## src/rtl/esip_pkg.sv

```systemverilog
`timescale 1ns / 1ps

package esip_pkg;

  localparam int FRAC_BITS_DEF   = 8;
  localparam int COUNT_WIDTH_DEF = 16;

  localparam int COEF_W  = 16;
  localparam int SCALE_W = 16;
  localparam int STEP_W  = 3;
  localparam int SPEED_W = 16;
  localparam int ERR_W   = 18;
  localparam int ACC_W   = 32;
  localparam int DUTY_W  = 8;
  localparam int CFG_IDX_W  = 3;
  localparam int CFG_DATA_W = 16;
  localparam int MUL_B_W    = COEF_W + 1;

  localparam logic [CFG_IDX_W-1:0] CFG_COEF_Q0     = 3'd0;
  localparam logic [CFG_IDX_W-1:0] CFG_COEF_Q1     = 3'd1;
  localparam logic [CFG_IDX_W-1:0] CFG_COEF_Q2     = 3'd2;
  localparam logic [CFG_IDX_W-1:0] CFG_SPEED_SCALE = 3'd3;
  localparam logic [CFG_IDX_W-1:0] CFG_INVERT_DIR  = 3'd4;
  localparam logic [CFG_IDX_W-1:0] CFG_COUNT_STEP  = 3'd5;

  localparam logic signed [COEF_W-1:0] COEF_Q0_RST = 16'sd1574;
  localparam logic signed [COEF_W-1:0] COEF_Q1_RST = -16'sd2688;
  localparam logic signed [COEF_W-1:0] COEF_Q2_RST = 16'sd1152;
  localparam logic [SCALE_W-1:0]       SCALE_RST   = 16'd206;
  localparam logic                     INVERT_RST  = 1'b1;
  localparam logic [STEP_W-1:0]        STEP_RST    = 3'd1;

  localparam logic OP_EDGE = 1'b0;
  localparam logic OP_TICK = 1'b1;

  typedef struct packed {
    logic                      opcode;
    logic                      phase_a;
    logic                      phase_b;
    logic signed [SPEED_W-1:0] target_speed;
  } esip_in_t;

  typedef struct packed {
    logic [DUTY_W-1:0]         drive_duty;
    logic signed [SPEED_W-1:0] measured_speed;
  } esip_out_t;

  typedef struct packed {
    logic step_en;
    logic up;
    logic clear;
  } esip_cnt_ctl_t;

endpackage

```

## src/rtl/esip_mul.sv

```systemverilog
`timescale 1ns / 1ps

module esip_mul #(
  parameter int AW = 18
) (
  input  logic                                     clk,
  input  logic signed [AW-1:0]                     mul_a,
  input  logic signed [esip_pkg::MUL_B_W-1:0]      mul_b,
  output logic signed [AW+esip_pkg::MUL_B_W-1:0]   prod_r
);

  always_ff @(posedge clk) begin
    prod_r <= mul_a * mul_b;
  end

endmodule

```

## src/rtl/esip_edge_cnt.sv

```systemverilog
`timescale 1ns / 1ps

module esip_edge_cnt #(
  parameter int COUNT_WIDTH = esip_pkg::COUNT_WIDTH_DEF
) (
  input  logic                              clk,
  input  logic                              rst_n,
  input  esip_pkg::esip_cnt_ctl_t           ctl,
  input  logic [esip_pkg::STEP_W-1:0]       step,
  output logic signed [COUNT_WIDTH-1:0]     cnt_r
);

  localparam logic signed [COUNT_WIDTH:0] CMAX = {2'b00, {(COUNT_WIDTH-1){1'b1}}};
  localparam logic signed [COUNT_WIDTH:0] CMIN = {2'b11, {(COUNT_WIDTH-1){1'b0}}};

  logic signed [COUNT_WIDTH:0]   step_w;
  logic signed [COUNT_WIDTH:0]   sum_w;
  logic signed [COUNT_WIDTH-1:0] cnt_nxt;

  always_comb begin
    step_w = signed'((COUNT_WIDTH+1)'(step));
    sum_w  = ctl.up ? (COUNT_WIDTH+1)'(cnt_r) + step_w : (COUNT_WIDTH+1)'(cnt_r) - step_w;
    cnt_nxt = cnt_r;
    if (ctl.clear) begin
      cnt_nxt = '0;
    end else if (ctl.step_en) begin
      if (sum_w > CMAX) begin
        cnt_nxt = CMAX[COUNT_WIDTH-1:0];
      end else if (sum_w < CMIN) begin
        cnt_nxt = CMIN[COUNT_WIDTH-1:0];
      end else begin
        cnt_nxt = sum_w[COUNT_WIDTH-1:0];
      end
    end
  end

  always_ff @(posedge clk) begin
    if (!rst_n) begin
      cnt_r <= '0;
    end else begin
      cnt_r <= cnt_nxt;
    end
  end

endmodule

```

## src/rtl/encoder_speed_incremental_pid.sv

```systemverilog
`timescale 1ns / 1ps

// One motor channel: quadrature edge counter plus incremental PID speed loop in
// signed fixed point with FRAC_BITS fraction bits. An edge request is taken
// while the block is idle and gives no result. A tick request occupies the block
// for the accept plus 7 sequencer steps, longer only while a previous result is still
// held in the output register; the steps are set by the single registered
// multiplier, used four times per tick (count times scale, then the three PID
// terms). in_stall stays high for the whole tick. The output register lets a
// new request enter while a finished result waits on out_stall.
module encoder_speed_incremental_pid #(
  parameter int FRAC_BITS   = esip_pkg::FRAC_BITS_DEF,
  parameter int COUNT_WIDTH = esip_pkg::COUNT_WIDTH_DEF
) (
  input  logic                                 clk,
  input  logic                                 rst_n,
  input  logic                                 in_valid,
  output logic                                 in_stall,
  input  esip_pkg::esip_in_t                   in_data,
  output logic                                 out_valid,
  input  logic                                 out_stall,
  output esip_pkg::esip_out_t                  out_data,
  input  logic                                 cfg_wr_en,
  input  logic [esip_pkg::CFG_IDX_W-1:0]       cfg_index,
  input  logic [esip_pkg::CFG_DATA_W-1:0]      cfg_wdata
);

  localparam int AW = (COUNT_WIDTH > esip_pkg::ERR_W) ? COUNT_WIDTH : esip_pkg::ERR_W;
  localparam int PW = AW + esip_pkg::MUL_B_W;
  localparam int SW = PW + 2;
  localparam int UW = SW + 1;
  localparam int AW_ACC = esip_pkg::ACC_W;

  localparam logic signed [AW_ACC-1:0] UTOP = AW_ACC'(128) << FRAC_BITS;
  localparam logic signed [UW-1:0]     UTOP_W = UW'(UTOP);
  localparam logic signed [UW-1:0]     IMIN_W = UW'(-64'sd2147483648);
  localparam logic signed [AW_ACC:0]   RND = (AW_ACC+1)'((64'sd1 << FRAC_BITS) - 64'sd1);

  localparam logic [2:0] S_IDLE = 3'd0;
  localparam logic [2:0] S_SPD  = 3'd1;
  localparam logic [2:0] S_ERR  = 3'd2;
  localparam logic [2:0] S_M0   = 3'd3;
  localparam logic [2:0] S_M1   = 3'd4;
  localparam logic [2:0] S_M2   = 3'd5;
  localparam logic [2:0] S_ADD  = 3'd6;
  localparam logic [2:0] S_FIN  = 3'd7;

  logic signed [esip_pkg::COEF_W-1:0]  q0_r, q1_r, q2_r;
  logic [esip_pkg::SCALE_W-1:0]        scale_r;
  logic                                invert_r;
  logic [esip_pkg::STEP_W-1:0]         step_r;

  logic [2:0]                          state_r, state_nxt;
  logic signed [esip_pkg::SPEED_W-1:0] tgt_speed_r;
  logic signed [esip_pkg::SPEED_W-1:0] speed_r;
  logic signed [esip_pkg::ERR_W-1:0]   err_r, e1_r, e2_r;
  logic signed [AW_ACC-1:0]            accum_r;
  logic signed [SW-1:0]                sum_r;
  logic                                out_valid_r;
  esip_pkg::esip_out_t                 out_data_r;

  logic                                in_take;
  logic                                fin_load;
  esip_pkg::esip_cnt_ctl_t             cnt_ctl;
  logic signed [COUNT_WIDTH-1:0]       cnt;
  logic signed [AW-1:0]                mul_a;
  logic signed [esip_pkg::MUL_B_W-1:0] mul_b;
  logic signed [PW-1:0]                prod_r;

  logic signed [PW-1:0]                spd_sh;
  logic signed [PW:0]                  spd_w;
  logic signed [esip_pkg::SPEED_W-1:0] speed_c;
  logic signed [esip_pkg::ERR_W-1:0]   err_c;
  logic signed [SW-1:0]                sum_sh;
  logic signed [UW-1:0]                u_w;
  logic signed [AW_ACC-1:0]            u_c;
  logic signed [AW_ACC:0]              u_b;
  logic signed [AW_ACC:0]              whole;
  logic [esip_pkg::DUTY_W-1:0]         duty_c;

  assign in_stall  = (state_r != S_IDLE);
  assign in_take   = in_valid && !in_stall;
  assign fin_load  = (state_r == S_FIN) && (!out_valid_r || !out_stall);
  assign out_valid = out_valid_r;
  assign out_data  = out_data_r;

  // configuration registers
  always_ff @(posedge clk) begin
    if (!rst_n) begin
      q0_r     <= esip_pkg::COEF_Q0_RST;
      q1_r     <= esip_pkg::COEF_Q1_RST;
      q2_r     <= esip_pkg::COEF_Q2_RST;
      scale_r  <= esip_pkg::SCALE_RST;
      invert_r <= esip_pkg::INVERT_RST;
      step_r   <= esip_pkg::STEP_RST;
    end else if (cfg_wr_en) begin
      case (cfg_index)
        esip_pkg::CFG_COEF_Q0:     q0_r     <= cfg_wdata;
        esip_pkg::CFG_COEF_Q1:     q1_r     <= cfg_wdata;
        esip_pkg::CFG_COEF_Q2:     q2_r     <= cfg_wdata;
        esip_pkg::CFG_SPEED_SCALE: scale_r  <= cfg_wdata;
        esip_pkg::CFG_INVERT_DIR:  invert_r <= cfg_wdata[0];
        esip_pkg::CFG_COUNT_STEP:  step_r   <= cfg_wdata[esip_pkg::STEP_W-1:0];
        default: ;
      endcase
    end
  end

  always_comb begin
    cnt_ctl.step_en = in_take && (in_data.opcode == esip_pkg::OP_EDGE);
    cnt_ctl.up      = (in_data.phase_a == in_data.phase_b);
    cnt_ctl.clear   = fin_load;
  end

  esip_edge_cnt #(
    .COUNT_WIDTH(COUNT_WIDTH)
  ) u_cnt (
    .clk   (clk),
    .rst_n (rst_n),
    .ctl   (cnt_ctl),
    .step  (step_r),
    .cnt_r (cnt)
  );

  // shared multiplier operand select
  always_comb begin
    mul_a = '0;
    mul_b = '0;
    case (state_r)
      S_SPD: begin
        mul_a = AW'(cnt);
        mul_b = signed'(esip_pkg::MUL_B_W'(scale_r));
      end
      S_M0: begin
        mul_a = AW'(err_r);
        mul_b = esip_pkg::MUL_B_W'(q0_r);
      end
      S_M1: begin
        mul_a = AW'(e1_r);
        mul_b = esip_pkg::MUL_B_W'(q1_r);
      end
      S_M2: begin
        mul_a = AW'(e2_r);
        mul_b = esip_pkg::MUL_B_W'(q2_r);
      end
      default: ;
    endcase
  end

  esip_mul #(
    .AW(AW)
  ) u_mul (
    .clk    (clk),
    .mul_a  (mul_a),
    .mul_b  (mul_b),
    .prod_r (prod_r)
  );

  // speed and error
  always_comb begin
    spd_sh = prod_r >>> FRAC_BITS;
    spd_w  = (PW+1)'(spd_sh);
    if (invert_r) begin
      spd_w = -spd_w;
    end
    if (spd_w > (PW+1)'(32767)) begin
      speed_c = 16'sh7fff;
    end else if (spd_w < (PW+1)'(-32768)) begin
      speed_c = 16'sh8000;
    end else begin
      speed_c = spd_w[esip_pkg::SPEED_W-1:0];
    end
    err_c = esip_pkg::ERR_W'(tgt_speed_r) - esip_pkg::ERR_W'(speed_c);
  end

  // accumulator update and duty
  always_comb begin
    sum_sh = sum_r >>> FRAC_BITS;
    u_w    = UW'(accum_r) + UW'(sum_sh);
    if (u_w > UTOP_W) begin
      u_c = UTOP;
    end else if (u_w < IMIN_W) begin
      u_c = IMIN_W[AW_ACC-1:0];
    end else begin
      u_c = u_w[AW_ACC-1:0];
    end
    u_b = (AW_ACC+1)'(u_c);
    if (u_c < 0) begin
      u_b = u_b + RND;
    end
    whole = u_b >>> FRAC_BITS;
    if (whole > (AW_ACC+1)'(127)) begin
      duty_c = 8'd255;
    end else if (whole < (AW_ACC+1)'(-128)) begin
      duty_c = 8'd0;
    end else begin
      duty_c = esip_pkg::DUTY_W'(whole + (AW_ACC+1)'(128));
    end
  end

  always_comb begin
    state_nxt = state_r;
    case (state_r)
      S_IDLE: if (in_take && (in_data.opcode == esip_pkg::OP_TICK)) begin
        state_nxt = S_SPD;
      end
      S_SPD: state_nxt = S_ERR;
      S_ERR: state_nxt = S_M0;
      S_M0:  state_nxt = S_M1;
      S_M1:  state_nxt = S_M2;
      S_M2:  state_nxt = S_ADD;
      S_ADD: state_nxt = S_FIN;
      S_FIN: if (fin_load) begin
        state_nxt = S_IDLE;
      end
      default: state_nxt = S_IDLE;
    endcase
  end

  always_ff @(posedge clk) begin
    if (!rst_n) begin
      state_r     <= S_IDLE;
      out_valid_r <= 1'b0;
      accum_r     <= '0;
      e1_r        <= '0;
      e2_r        <= '0;
    end else begin
      state_r     <= state_nxt;
      out_valid_r <= fin_load || (out_valid_r && out_stall);
      if (fin_load) begin
        accum_r <= u_c;
        e1_r    <= err_r;
        e2_r    <= e1_r;
      end
    end
  end

  always_ff @(posedge clk) begin
    if (in_take) begin
      tgt_speed_r <= in_data.target_speed;
    end
    if (state_r == S_ERR) begin
      speed_r <= speed_c;
      err_r   <= err_c;
    end
    if (state_r == S_M1) begin
      sum_r <= SW'(prod_r);
    end else if ((state_r == S_M2) || (state_r == S_ADD)) begin
      sum_r <= sum_r + SW'(prod_r);
    end
    if (fin_load) begin
      out_data_r.drive_duty     <= duty_c;
      out_data_r.measured_speed <= speed_r;
    end
  end

`ifndef SYNTHESIS
  a_tick_starts: assert property (@(posedge clk) disable iff (!rst_n)
    (in_take && (in_data.opcode == esip_pkg::OP_TICK)) |=> (state_r == S_SPD))
    else $error("tick request did not start the sequencer");

  a_out_from_fin: assert property (@(posedge clk) disable iff (!rst_n)
    $rose(out_valid_r) |-> $past(state_r == S_FIN))
    else $error("result raised outside the final step");

  a_accum_top: assert property (@(posedge clk) disable iff (!rst_n)
    accum_r <= UTOP)
    else $error("accumulator above upper clamp");

  a_cnt_clear: assert property (@(posedge clk) disable iff (!rst_n)
    fin_load |=> (cnt == '0))
    else $error("edge count not cleared after tick");

  a_held_result: assert property (@(posedge clk) disable iff (!rst_n)
    (out_valid_r && out_stall) |=> (out_valid_r && $stable(out_data_r)))
    else $error("held result lost or changed");
`endif

endmodule

```

## config.mk

```make
export PLATFORM = sky130hd
export DESIGN_NAME = encoder_speed_incremental_pid
export DESIGN_NICKNAME = d
export VERILOG_FILES = /design/src/rtl/esip_pkg.sv /design/src/rtl/esip_mul.sv /design/src/rtl/esip_edge_cnt.sv /design/src/rtl/encoder_speed_incremental_pid.sv
export SDC_FILE = /design/constraint.sdc
export NUM_CORES = 2
export LEC_CHECK = 0
export ABC_AREA = 0
export BUFFER_PORTS_ARGS = -buffer_cell sky130_fd_sc_hd__buf_4
export CAP_MARGIN = 20
export CELL_PAD_IN_SITES_DETAIL_PLACEMENT = 0
export CELL_PAD_IN_SITES_GLOBAL_PLACEMENT = 1
export CORE_ASPECT_RATIO = 0.75
export CORE_MARGIN = 2
export CORE_UTILIZATION = 50
export DETAILED_ROUTE_END_ITERATION = 10
export GPL_TIMING_DRIVEN = 0
export PLACE_DENSITY = 0.79
export SETUP_SLACK_MARGIN = 0.5
export SLEW_MARGIN = 20
export SYNTH_ARGS = -nofsm -noshare
export SYNTH_HDL_FRONTEND = slang
export SYNTH_SLANG_ARGS = --single-unit
```

## constraint.sdc

```tcl
create_clock -name clk -period 13.7 [get_ports clk]
set_input_delay 2.055 -clock clk [delete_from_list [all_inputs] [get_ports clk]]
set_output_delay 2.055 -clock clk [all_outputs]
set_load 0.02 [all_outputs]
```

==> flow_summary.toml <==
[cts]
clock-sinks = 299
cts_tree = "done"
cts.path.max_buffers = 3
postCtsHoldBufs = 0
cts_root_buffer = "clkbuf_16"
cts_resized = 0
htreeDepth = 2
post_cts_buffers = 0
clk_pin_slew_worst_paths_ps = 60
clk_latency_ps = 560
cts_buffers = 34

[detailed_routing]
avgViaCountPerCell = 5.88
wl_per_cell_um = 22.0
drt-total-wl_mm = 88.8
routed-via-count = 23800
drc_errors = 0
ant_nets = 0
dr.pass1.iters = 6
drtIter0Drc = 2501

[place]
portBuffers = 66
dp_hpwl_mm = 71.6
post_dp_cell_area_mm2 = 0.0296
gp_congestion = 0.959

[yosys]
netlist_instances = 3168
synth_fp_nets = 3705
synth_top_area_cell = "fa_1"
synth-edff-count = 110
syn_area_per_cell_um2 = 8.79
ys_seq_elements = 299
syn_area_mm2 = 0.0278
yosys_warnings = 0
synthTopCellsByArea = "fa_1, dfxtp_1, edfxtp_1"
synthArstFlopShare_pct = 0
synth_ff_type = "dfxtp_1"
netlist.area_leader.share_pct = 22.0
seq_area_frac_synth_pct = 25.5
synthDistinctLibCells = 82

[power]
power.density_mw_per_mm2 = 116
ir_drop_mv = 0.134
p_leak_nw = 13.6

[global_route]
grt_pass1_vias = 23400
grt_overflow = 0
antenna_found_initial = 2
grt_pass1_wl_mm = 138
grt_max_degree = 28
grtUsageTotal_pct = 31.1

[critical_path]
reg2reg_from = "state_r[0]"
crit_fanout = 10
r2r_slack_ps = 2460
path_class = "register to register"
r2r_end = "u_mul.prod_r[32]"
startpoint = "state_r[0]"
critPathArrivalTime_ps = 11650
startpoint_type = "register"
reg2regPathDepth = 30
slowest_stage = "clkbuf_1"
cp_common_cell = "fa_1"
endpoint_kind = "register"
worstPathRequired_ps = 14110
cpPeakStageDelay_ps = 680

[layout]
layout-drive-gt1-share_pct = 6.63
seq_area_mm2 = 0.00709
final_core_util_pct = 56.2
final_area_mm2 = 0.0308
nNetsFinal = 3833
n_fill_cell = 4953
area_delta_synth_final_pct = 10.5
multi_input_area_mm2 = 0.0190

[worst_hold_path]
hold_path_depth = 0
hp-start = "speed_r[8]"
min_path_type = "register to register"
hold_path_end = "out_data[8]"

[floorplan]
start_util_pct = 50.9
die_x_um = 276
die_h_um = 208
fp.dieArea_mm2 = 0.0576
rows = 74
core-area_mm2 = 0.0547
ios = 69

[timing]
fin_skew_ps = 19.0
worst_slew_pin_slew_ps = 1140
relSlewSlack_pct = 23.5
rsz0062_at_grt = "no"
hold_violations = 0
post-route-period-util_pct = 82.1
maxSlewViolCount = 0
setup_viol = 0
period_needed_ps = 11240
fmax_ghz = 0.0890
tns_ps = 0

[run_status]
outcome = "finished clean"

[job]
cap_violations = 0
## worst max path at each step
stage,endpoint,depth (start not counted)
3_5_place_dp,u_mul.prod_r[32],30
6_report,u_mul.prod_r[32],30
3_3_place_gp,u_mul.prod_r[32],31
2_1_floorplan,u_mul.prod_r[32],31
4_1_cts,u_mul.prod_r[32],30
5_1_grt,u_mul.prod_r[32],30
## cell usage in the layout, fill, tap and decap left out, drive strengths merged, types with 30 or more instances in the layout
| master | Yosys | final |
|---|---|---|
| a21o | 38 | 38 |
| a21oi | 224 | 224 |
| a221oi | 30 | 30 |
| a22oi | 30 | 30 |
| buf | 13 | 105 |
| clkbuf | 109 | 152 |
| dfxtp | 189 | 189 |
| edfxtp | 110 | 110 |
| fa | 306 | 306 |
| ha | 188 | 188 |
| inv | 371 | 374 |
| nand2 | 487 | 487 |
| nand3 | 68 | 68 |
| nor2 | 308 | 308 |
| nor3 | 31 | 31 |
| o21ai | 108 | 108 |
| xnor2 | 85 | 85 |
| xor2 | 52 | 52 |
## layer usage
metal / wire, µm / track usage, %
met2: 36500 / 44.9
met5: 13 / 0
met4: 2420 / 7.97
met3: 8980 / 6.24
met1: 40800 / 47.2
## synth_stat cells (8+ instances only)
cell type	n
and3_1	14
a221o_1	19
o31ai_1	13
xnor2_1	85
nor3b_1	8
o21a_1	16
nand2b_1	29
nand2_1	487
inv_1	369
ha_1	188
a21o_1	38
clkbuf_1	109
a21oi_1	222
dfxtp_1	189
a211oi_1	28
maj3_1	15
a221oi_1	30
nor2b_1	29
o211ai_1	11
mux2i_1	8
edfxtp_1	110
and2_1	20
or3_1	17
a31oi_1	18
o21bai_1	13
xor2_1	52
nor3_1	31
or4_1	12
fa_1	306
or2_2	18
nand4_1	13
a22oi_1	28
a21boi_0	11
nor2_1	308
a22o_1	28
nand3_1	68
o21ai_0	98
## layout make-up
| type | count | share of cell area (%) |
|---|---|---|
| multi-input cells | 2376 | 61.8 |
| flip-flops and latches | 299 | 23.0 |
| inverters | 371 | 4.53 |
| clock buffers | 43 | 3.01 |
| well taps | 722 | 2.94 |
| repair buffers | 92 | 2.36 |
| plain buffers | 122 | 1.55 |
| clock inverters | 17 | 0.724 |
| diodes | 1 | 0.00814 |
## cell families after synthesis
family,Yosys count,synth area share (%)
multiplexers,9,0.328
buffers and inverters,493,6.71
flip-flops,299,25.5
adder cells (fa/ha/maj),509,31.0
AO/OA/AOI/OAI,641,15.2
AND/OR/NAND/NOR,1080,17.0
XOR/XNOR,137,4.31
## flip-flops by register name (all words and copies together), names as in the netlist, 16 cells and up
register	count
accum_r	32
e1_r	17
q0_r	16
q1_r	16
e2_r	17
q2_r	16
err_r	17
u_mul.prod_r	35
tgt_speed_r	16
out_data	24
sum_r	37
scale_r	16
u_cnt.cnt_r	16
speed_r	16
## where the power goes
group	switching, W	internal [W]	total (W)
combinational	0.000912	0.000548	0.00146
sequential	0.0000874	0.00107	0.00116
clock	0.000399	0.000544	0.000944
total	0.00140	0.00216	0.00356
## through the flow
step,power (W),worst slack (ps),hold slack (ps),instances
global placement,0.00255,1840,405,3956
CTS,0.00356,2560,419,4041
floorplan,0.00216,5310,400,3168
detailed placement,0.00260,2670,405,3981
global route,0.00379,1930,429,4042
finish,0.00356,2460,419,4043
## worst max-delay path, delay by kind of cell (launching register included)
kind / cells / cell delay [ps]
adder cells (fa/ha/maj): 7 / 3480
XOR/XNOR: 1 / 370
AND/OR/NAND/NOR: 7 / 2100
AO/OA/AOI/OAI: 7 / 2080
buffers and inverters: 8 / 2710
flip-flops: 1 / 310
Note: power is estimated with default switching activity, not from simulation.
